--- src/sv/nucleotide_entropy_gc_stats_macros.svh ---
// Assertion macros shared by the nucleotide statistics modules.
// No dependencies; included by the controller and the datapath.
`ifndef NUCLEOTIDE_ENTROPY_GC_STATS_MACROS_SVH
`define NUCLEOTIDE_ENTROPY_GC_STATS_MACROS_SVH

// Check that a property holds at every clock edge while reset is low.
`define NUC_ASSERT_IMPL(label, clk, rst, prop) \
   label: assert property (@(posedge clk) disable iff (rst) prop) \
      else $error("assertion failed");

// Check that an expression holds at every clock edge, also during reset.
`define NUC_ASSERT_ALWAYS(label, clk, expr) \
   label: assert property (@(posedge clk) expr) \
      else $error("assertion failed");

`endif

--- src/sv/nuc_gc_pkg.sv ---
// Shared types and constants for the nucleotide entropy and GC statistics block.
// No dependencies; used by nuc_gc_ctrl, nuc_gc_dp and the top level.
package nuc_gc_pkg;

   localparam int unsigned CNT_W   = 21;
   localparam int unsigned LOG_W   = 37;
   localparam int unsigned MANT_W  = 32;
   localparam int unsigned SUM_W   = 60;
   localparam int unsigned STEP_W  = 6;
   localparam int unsigned ENT_W   = 18;
   localparam int unsigned GC_W    = 17;
   localparam int unsigned MSB_W   = 5;
   localparam int unsigned D_LO_W  = 19;

   localparam logic [CNT_W-1:0]  MAX_LEN    = 21'd1048576;
   localparam logic [STEP_W-1:0] LOG_STEPS  = 6'd31;
   localparam logic [STEP_W-1:0] DIV_STEPS  = 6'd59;

   localparam logic [7:0] CHAR_A       = 8'h41;
   localparam logic [7:0] CHAR_C       = 8'h43;
   localparam logic [7:0] CHAR_G       = 8'h47;
   localparam logic [7:0] CHAR_T       = 8'h54;
   localparam logic [7:0] CHAR_LOWER_A = 8'h61;
   localparam logic [7:0] CHAR_LOWER_Z = 8'h7a;
   localparam logic [7:0] CASE_OFFSET  = 8'h20;

   typedef enum logic [3:0] {
      S_COUNT,
      S_CHECK,
      S_LOG_LEN,
      S_LEN_SAVE,
      S_BASE,
      S_LOG_C,
      S_MUL_LO,
      S_MUL_HI,
      S_DIV_ENT_LOAD,
      S_DIV_ENT,
      S_DIV_GC_LOAD,
      S_DIV_GC,
      S_FINISH
   } state_type;

   typedef struct packed {
      logic count;
      logic snap;
      logic log_load;
      logic log_sel_len;
      logic log_step;
      logic lglen_save;
      logic idx_clear;
      logic idx_next;
      logic mul_lo;
      logic mul_hi;
      logic div_load;
      logic div_sel_gc;
      logic div_step;
      logic ent_save;
      logic out_load;
   } cmd_type;

   typedef struct packed {
      logic bases_zero;
      logic cnt_zero;
      logic idx_last;
      logic step_done;
      logic rsp_busy;
   } status_type;

endpackage

--- src/sv/nuc_gc_ctrl.sv ---
// Sequencer for the nucleotide statistics block: counting, log, multiply, divide.
// Depends on nuc_gc_pkg and nucleotide_entropy_gc_stats_macros.svh.
`include "nucleotide_entropy_gc_stats_macros.svh"

module nuc_gc_ctrl (
   input  logic                   clock,
   input  logic                   reset,
   input  logic                   req_valid,
   input  logic                   req_last_char,
   output logic                   req_ready,
   input  nuc_gc_pkg::status_type status,
   output nuc_gc_pkg::cmd_type    cmd
);

   nuc_gc_pkg::state_type state_ff, state_in;

   always_ff @(posedge clock) begin
      if (reset) begin
         state_ff <= nuc_gc_pkg::S_COUNT;
      end else begin
         state_ff <= state_in;
      end
   end

   always_comb begin
      state_in  = state_ff;
      cmd       = '0;
      req_ready = 1'b0;
      unique case (state_ff)
         nuc_gc_pkg::S_COUNT: begin
            req_ready = 1'b1;
            cmd.count = req_valid;
            if (req_valid && req_last_char) begin
               cmd.snap = 1'b1;
               state_in = nuc_gc_pkg::S_CHECK;
            end
         end
         nuc_gc_pkg::S_CHECK: begin
            cmd.idx_clear = 1'b1;
            if (status.bases_zero) begin
               state_in = nuc_gc_pkg::S_FINISH;
            end else begin
               cmd.log_load    = 1'b1;
               cmd.log_sel_len = 1'b1;
               state_in        = nuc_gc_pkg::S_LOG_LEN;
            end
         end
         nuc_gc_pkg::S_LOG_LEN: begin
            cmd.log_step = 1'b1;
            if (status.step_done) state_in = nuc_gc_pkg::S_LEN_SAVE;
         end
         nuc_gc_pkg::S_LEN_SAVE: begin
            cmd.lglen_save = 1'b1;
            state_in       = nuc_gc_pkg::S_BASE;
         end
         nuc_gc_pkg::S_BASE: begin
            if (!status.cnt_zero) begin
               cmd.log_load = 1'b1;
               state_in     = nuc_gc_pkg::S_LOG_C;
            end else if (status.idx_last) begin
               state_in = nuc_gc_pkg::S_DIV_ENT_LOAD;
            end else begin
               cmd.idx_next = 1'b1;
            end
         end
         nuc_gc_pkg::S_LOG_C: begin
            cmd.log_step = 1'b1;
            if (status.step_done) state_in = nuc_gc_pkg::S_MUL_LO;
         end
         nuc_gc_pkg::S_MUL_LO: begin
            cmd.mul_lo = 1'b1;
            state_in   = nuc_gc_pkg::S_MUL_HI;
         end
         nuc_gc_pkg::S_MUL_HI: begin
            cmd.mul_hi = 1'b1;
            if (status.idx_last) begin
               state_in = nuc_gc_pkg::S_DIV_ENT_LOAD;
            end else begin
               cmd.idx_next = 1'b1;
               state_in     = nuc_gc_pkg::S_BASE;
            end
         end
         nuc_gc_pkg::S_DIV_ENT_LOAD: begin
            cmd.div_load = 1'b1;
            state_in     = nuc_gc_pkg::S_DIV_ENT;
         end
         nuc_gc_pkg::S_DIV_ENT: begin
            cmd.div_step = 1'b1;
            if (status.step_done) state_in = nuc_gc_pkg::S_DIV_GC_LOAD;
         end
         nuc_gc_pkg::S_DIV_GC_LOAD: begin
            cmd.ent_save   = 1'b1;
            cmd.div_load   = 1'b1;
            cmd.div_sel_gc = 1'b1;
            state_in       = nuc_gc_pkg::S_DIV_GC;
         end
         nuc_gc_pkg::S_DIV_GC: begin
            cmd.div_step = 1'b1;
            if (status.step_done) state_in = nuc_gc_pkg::S_FINISH;
         end
         nuc_gc_pkg::S_FINISH: begin
            if (!status.rsp_busy) begin
               cmd.out_load = 1'b1;
               state_in     = nuc_gc_pkg::S_COUNT;
            end
         end
         default: begin
            state_in = nuc_gc_pkg::S_COUNT;
         end
      endcase
   end

   `NUC_ASSERT_IMPL(a_snap_starts_calc, clock, reset,
      cmd.snap |=> state_ff == nuc_gc_pkg::S_CHECK)
   `NUC_ASSERT_IMPL(a_load_returns_to_count, clock, reset,
      cmd.out_load |=> req_ready)

endmodule

--- config.mk ---
export PLATFORM = sky130hd
export DESIGN_NAME = nuc_gc_ctrl
export DESIGN_NICKNAME = d
export VERILOG_FILES = /design/src/sv/nuc_gc_pkg.sv /design/src/sv/nuc_gc_ctrl.sv
export VERILOG_INCLUDE_DIRS = /design/src /design/src/sv
export SDC_FILE = /design/constraint.sdc
export NUM_CORES = 1
export LEC_CHECK = 0
export ABC_AREA = 1
export BUFFER_PORTS_ARGS = -buffer_cell sky130_fd_sc_hd__buf_4
export CAP_MARGIN = 20
export CELL_PAD_IN_SITES_DETAIL_PLACEMENT = 0
export CELL_PAD_IN_SITES_GLOBAL_PLACEMENT = 1
export CORE_ASPECT_RATIO = 1.2
export CORE_MARGIN = 8
export CORE_UTILIZATION = 31
export CTS_BUF_LIST = sky130_fd_sc_hd__clkbuf_2
export CTS_CLUSTER_SIZE = 24
export DETAILED_ROUTE_END_ITERATION = 8
export GPL_TIMING_DRIVEN = 1
export PLACE_DENSITY = 0.88
export RECOVER_POWER = 100
export SLEW_MARGIN = 30
export SYNTH_ARGS = -nofsm -noshare
export SYNTH_HDL_FRONTEND = slang
export SYNTH_SLANG_ARGS = --single-unit
--- constraint.sdc ---
create_clock -name clock -period 3.2 [get_ports clock]
set_input_delay 0.32 -clock clock [delete_from_list [all_inputs] [get_ports clock]]
set_output_delay 0.32 -clock clock [all_outputs]
set_load 0.03 [all_outputs]
======== Word-level counts from Yosys, hierarchy flattened ========
Index checks and enable logic that the tools add are counted.
storage, ports and cells
  bits in registers ....................... 4
  bits of input ports ..................... 9
  output and inout bits ................... 16
  word-level logic and storage cells ...... 57
operators by class
  equal/unequal tests ..................... 19
  muxes and demuxes ....................... 31
  reduce and logical (&&, ||, !) cells .... 6
operators with widths
  operator                                              count
  one-hot mux 4 bit (13 select lines)                   1
  two-way mux 4 bit                                     10
  equality test 4 bit (second input constant)           5
  equality test 4 x 3 -> 1 bit (second input constant)  4
  two-way mux 1 bit                                     16
  != test 2 bit (second input constant)                 6
  equality test 4 x 2 -> 1 bit (second input constant)  2
  AND reduction 7 bit                                   1
  OR reduction 2 bit                                    3
  equality test 4 x 1 -> 1 bit (second input constant)  1
  zero test 4 bit                                       1
  two-way mux 2 bit                                     2
  one-hot mux 1 bit (2 select lines)                    2
  != test 3 bit (second input constant)                 1
  logical AND 1 bit                                     1

======== Depth between registers and ports, before layout ========
  depth in word-level cells ............... 3
  gate-level depth with buffers ........... 10
  depth with buffers taken out ............ 9

======== Least setup slack after synthesis ========
Ideal clock, no wire load.
  path kind ............................... reg-to-output
  start point ............................. register state_ff[3]
  end point ............................... output port cmd[0] (netlist name)
  data arrival time ....................... 1.474 ns
  data required time ...................... 2.880 ns
  setup slack ............................. 1.406 ns
  stages on the path, launching flop included .. 3
  cells stage by stage .................... dfxtp_1 nand2_1 nor4_1
RTL lines
  what                    line               RTL
  from (decl)             nuc_gc_ctrl.sv:15  nuc_gc_pkg::state_type state_ff, state_in;
  from (signal assigned)  nuc_gc_ctrl.sv:19  state_ff <= nuc_gc_pkg::S_COUNT;
  from (signal assigned)  nuc_gc_ctrl.sv:21  state_ff <= state_in;
  to (decl)               nuc_gc_ctrl.sv:12  output nuc_gc_pkg::cmd_type cmd

==> results.tsv <==
stage	metric	value	unit
status	run status	finished clean	
worst_setup_path	cell mode on critical path	nor2_1	
routing	Detailed Route Iter0 Violations	8	
synth	top-area cell type share of the netlist area	0.218	
place	worst slack at placement	1640	ps
worst_setup_path	worst-path maximum fanout	8	
worst_setup_path	max incr delay on CP	430	ps
place	I/O Buffers	24	
timing	RSZ-0062 raised after global routing	no	
worst_setup_path	Worst Setup Path Type	reg -> out	
timing	fin worst setup slack	998	ps
synth	Synth Cell Area	500	µm²
synth	Synth cell types	18	
power_and_ir_drop	worst vdd ir	355	µV
synth	Synth Area in XOR/XNOR	0	
floorplanning	Chip Height	60.0	µm
grt	global route overflow	0	
synth	post-synthesis mux area share	0	
floorplanning	die width	52.7	µm
synth	compound-cell area share of the yosys netlist	0.0350	
synth	Syn Inst Count	94	
timing	# setup viols final	0	
final_layout	# fillers	215	
grt	first-pass GRT wire length	2.32	mm
synth	Synth Area in Adders	0	
synth	largest area contributor in the netlist	nand2_1	
worst_setup_path	crit path buf inv count	2	
timing	skew final	4.21	ps
timing	Final Max Tran Viols	0	
routing	final WL	1.38	mm
routing	Final ANT Viol Nets	0	
floorplanning	# rows	16	
grt	vias in the first global route	582	
synth	main combinational cell family by area after synthesis	simple AND/OR/NAND/NOR gates	
worst_setup_path	Setup crit start kind	flip-flop	
grt	largest net degree at the start of global routing	9	
synth	Synth Register Bits	4	
timing	Max Freq	0.454	GHz
routing	via count	606	
worst_setup_path	crit-path leading delay family	simple AND/OR/NAND/NOR gates	
clock_tree	Clock Path Buffers	2	
synth	synth top area cells	nand2_1 22%, dfxtp_1 16%, nor2_1 12%	
power_and_ir_drop	Pleak	0.000380	µW
timing	Fin Setup TNS	0	ps
clock_tree	clk slew on worst S/H paths	50	ps
routing	Vias/cell	4.46	
clock_tree	H-tree depth	1	
floorplanning	Initial Utilization	0.316	
synth	syn nets	103	
final_layout	area of the multi-input gates	314	µm²
clock_tree	Post-CTS Hold Buffers	0	
timing	fin crit share	0.688	
timing	Slew @ Worst Pin	386	ps
synth	Synth Area in Simple Gates	0.633	
routing	Routed WL per cell	10.2	µm
clock_tree	PostCTS Resize Cnt	0	
routing	drt first pass iters	4	
grt	Tot GR Track Use	0.0946	
floorplanning	Core Area	1580	µm²
place	RePlAce Congestion	0.858	
final_layout	storage element area	80.1	µm²
clock_tree	clock tree sinks	4	
worst_setup_path	CP endpoint kind	primary output	
power_and_ir_drop	total power	546	µW
floorplanning	I/O Pins	25	
synth	YS warnings	0	
clock_tree	Root Driver	clkbuf_2	
final_layout	fraction of layout cells with a size suffix above 1	0.161	
timing	Tmin final	2200	ps
timing	Slew HR	0.744	
timing	endpoints failing hold	0	
worst_setup_path	WP data required	2880	ps
final_layout	layout net count	129	
synth	Syn Area/Cell	5.32	µm²
min_path	min-delay worst type	in -> reg	
worst_setup_path	worst path cell trace	inv_1 > nor2_1 > nand2_1 > nor2_1 > or2_2 > clkbuf_1	
power_and_ir_drop	PwrDens	887	nW/µm²
routing	drc violations	0	
grt	initial antenna violation count	0	
final_layout	diode count	0	
synth	Seq/Total Area, Yosys	0.160	
place	post-DP HPWL	1.20	mm
final_layout	top flop regs	state_ff (4)	
flow_run	# Max-Cap Violations	0	
final_layout	max reg flops	4	
clock_tree	post-CTS setup buffers	0	
final_layout	Biggest register	state_ff	
clock_tree	CTS Buf Count	3	
final_layout	area grow syn2layout	23.0	%
clock_tree	CTS tree	yes	
worst_setup_path	slowest CP cell	dfxtp_1	
clock_tree	Clk Latency, worst-skew pair	210	ps
floorplanning	Die ar.	3160	µm²
worst_setup_path	arrival time of the worst setup path	1880	ps
## path summary, 6_finish.rpt
| check | to | slack, ps | cells after the start | startpoint |
|---|---|---|---|---|
| worst min register to register | state_ff[1]$_SDFFE_PP0P_ | 620 | 4 | state_ff[1]$_SDFFE_PP0P_ |
| worst max-delay path | cmd[7] | 1000 | 6 | state_ff[2]$_SDFFE_PP0P_ |
| worst max register to register | state_ff[0]$_SDFFE_PP0P_ | 1450 | 9 | state_ff[2]$_SDFFE_PP0P_ |
| worst min-delay path | state_ff[3]$_SDFFE_PP0P_ | 290 | 2 | reset |
## metal layers
| metal | track usage | share of wire | vias to the layer above |
|---|---|---|---|
| li1 | - | - | 336 |
| met1 | 0.0972 | 0.44 | 258 |
| met2 | 0.170 | 0.51 | 12 |
| met3 | 0.0398 | 0.054 | 0 |
| met4 | 0.0222 | 0 | 0 |
| met5 | 0 | 0 | - |
## cell usage in the layout, fill, tap and decap left out
master / instances
nor3_1: 3
inv_1: 15
o21ai_0: 2
or2_2: 2
nor2_1: 19
nand3_1: 9
nor2_2: 1
clkbuf_1: 15
o211ai_1: 1
nand2_2: 1
nor4_1: 1
dfxtp_1: 4
clkbuf_2: 3
inv_2: 1
nand2_1: 30
buf_4: 9
nor2_4: 1
nand3_2: 1
## cells in the mapped netlist
library cell,instances
nand3_2,1
buf_6,1
o21ai_0,2
nor4_1,1
nand3_1,9
nor3_1,3
or2_2,2
nand2_2,1
nor2_4,2
nor2_1,16
nor2_2,3
inv_2,2
o211ai_1,1
nand2_4,1
buf_4,2
inv_1,14
dfxtp_1,4
nand2_1,29
## report_power, final
| part | total, µW | leakage (µW) | internal, µW | switching [µW] |
|---|---|---|---|---|
| sequential | 99.7 | 0.0000332 | 68.9 | 30.8 |
| clock | 45.4 | 0.0000125 | 25.2 | 20.2 |
| combinational | 401 | 0.000334 | 117 | 284 |
## kinds of logic (layout without fill, tap and decap cells)
kind of cell / Yosys count / count (layout)
simple gates: 68 / 68
compound gates: 3 / 3
buf+inv: 19 / 43
flops: 4 / 4
## final cells by class
type	instances	area share
clock buffer	3	0.0244
inverter	16	0.0976
multi-input combinational	71	0.510
sequential	4	0.130
tap	18	0.0366
timing repair buffer	24	0.201
## metrics by stage
stage / hold slack (ps) / cell area, µm² / util / std cells
floorplan: 392 / 500 / - / 94
global placement: 500 / 677 / 0.428 / 133
detailed placement: 498 / 677 / 0.428 / 133
CTS: 273 / 692 / 0.438 / 136
global route: 276 / 616 / 0.389 / 136
finish: 286 / 616 / 0.389 / 136
(Power assumes the default switching activity.)
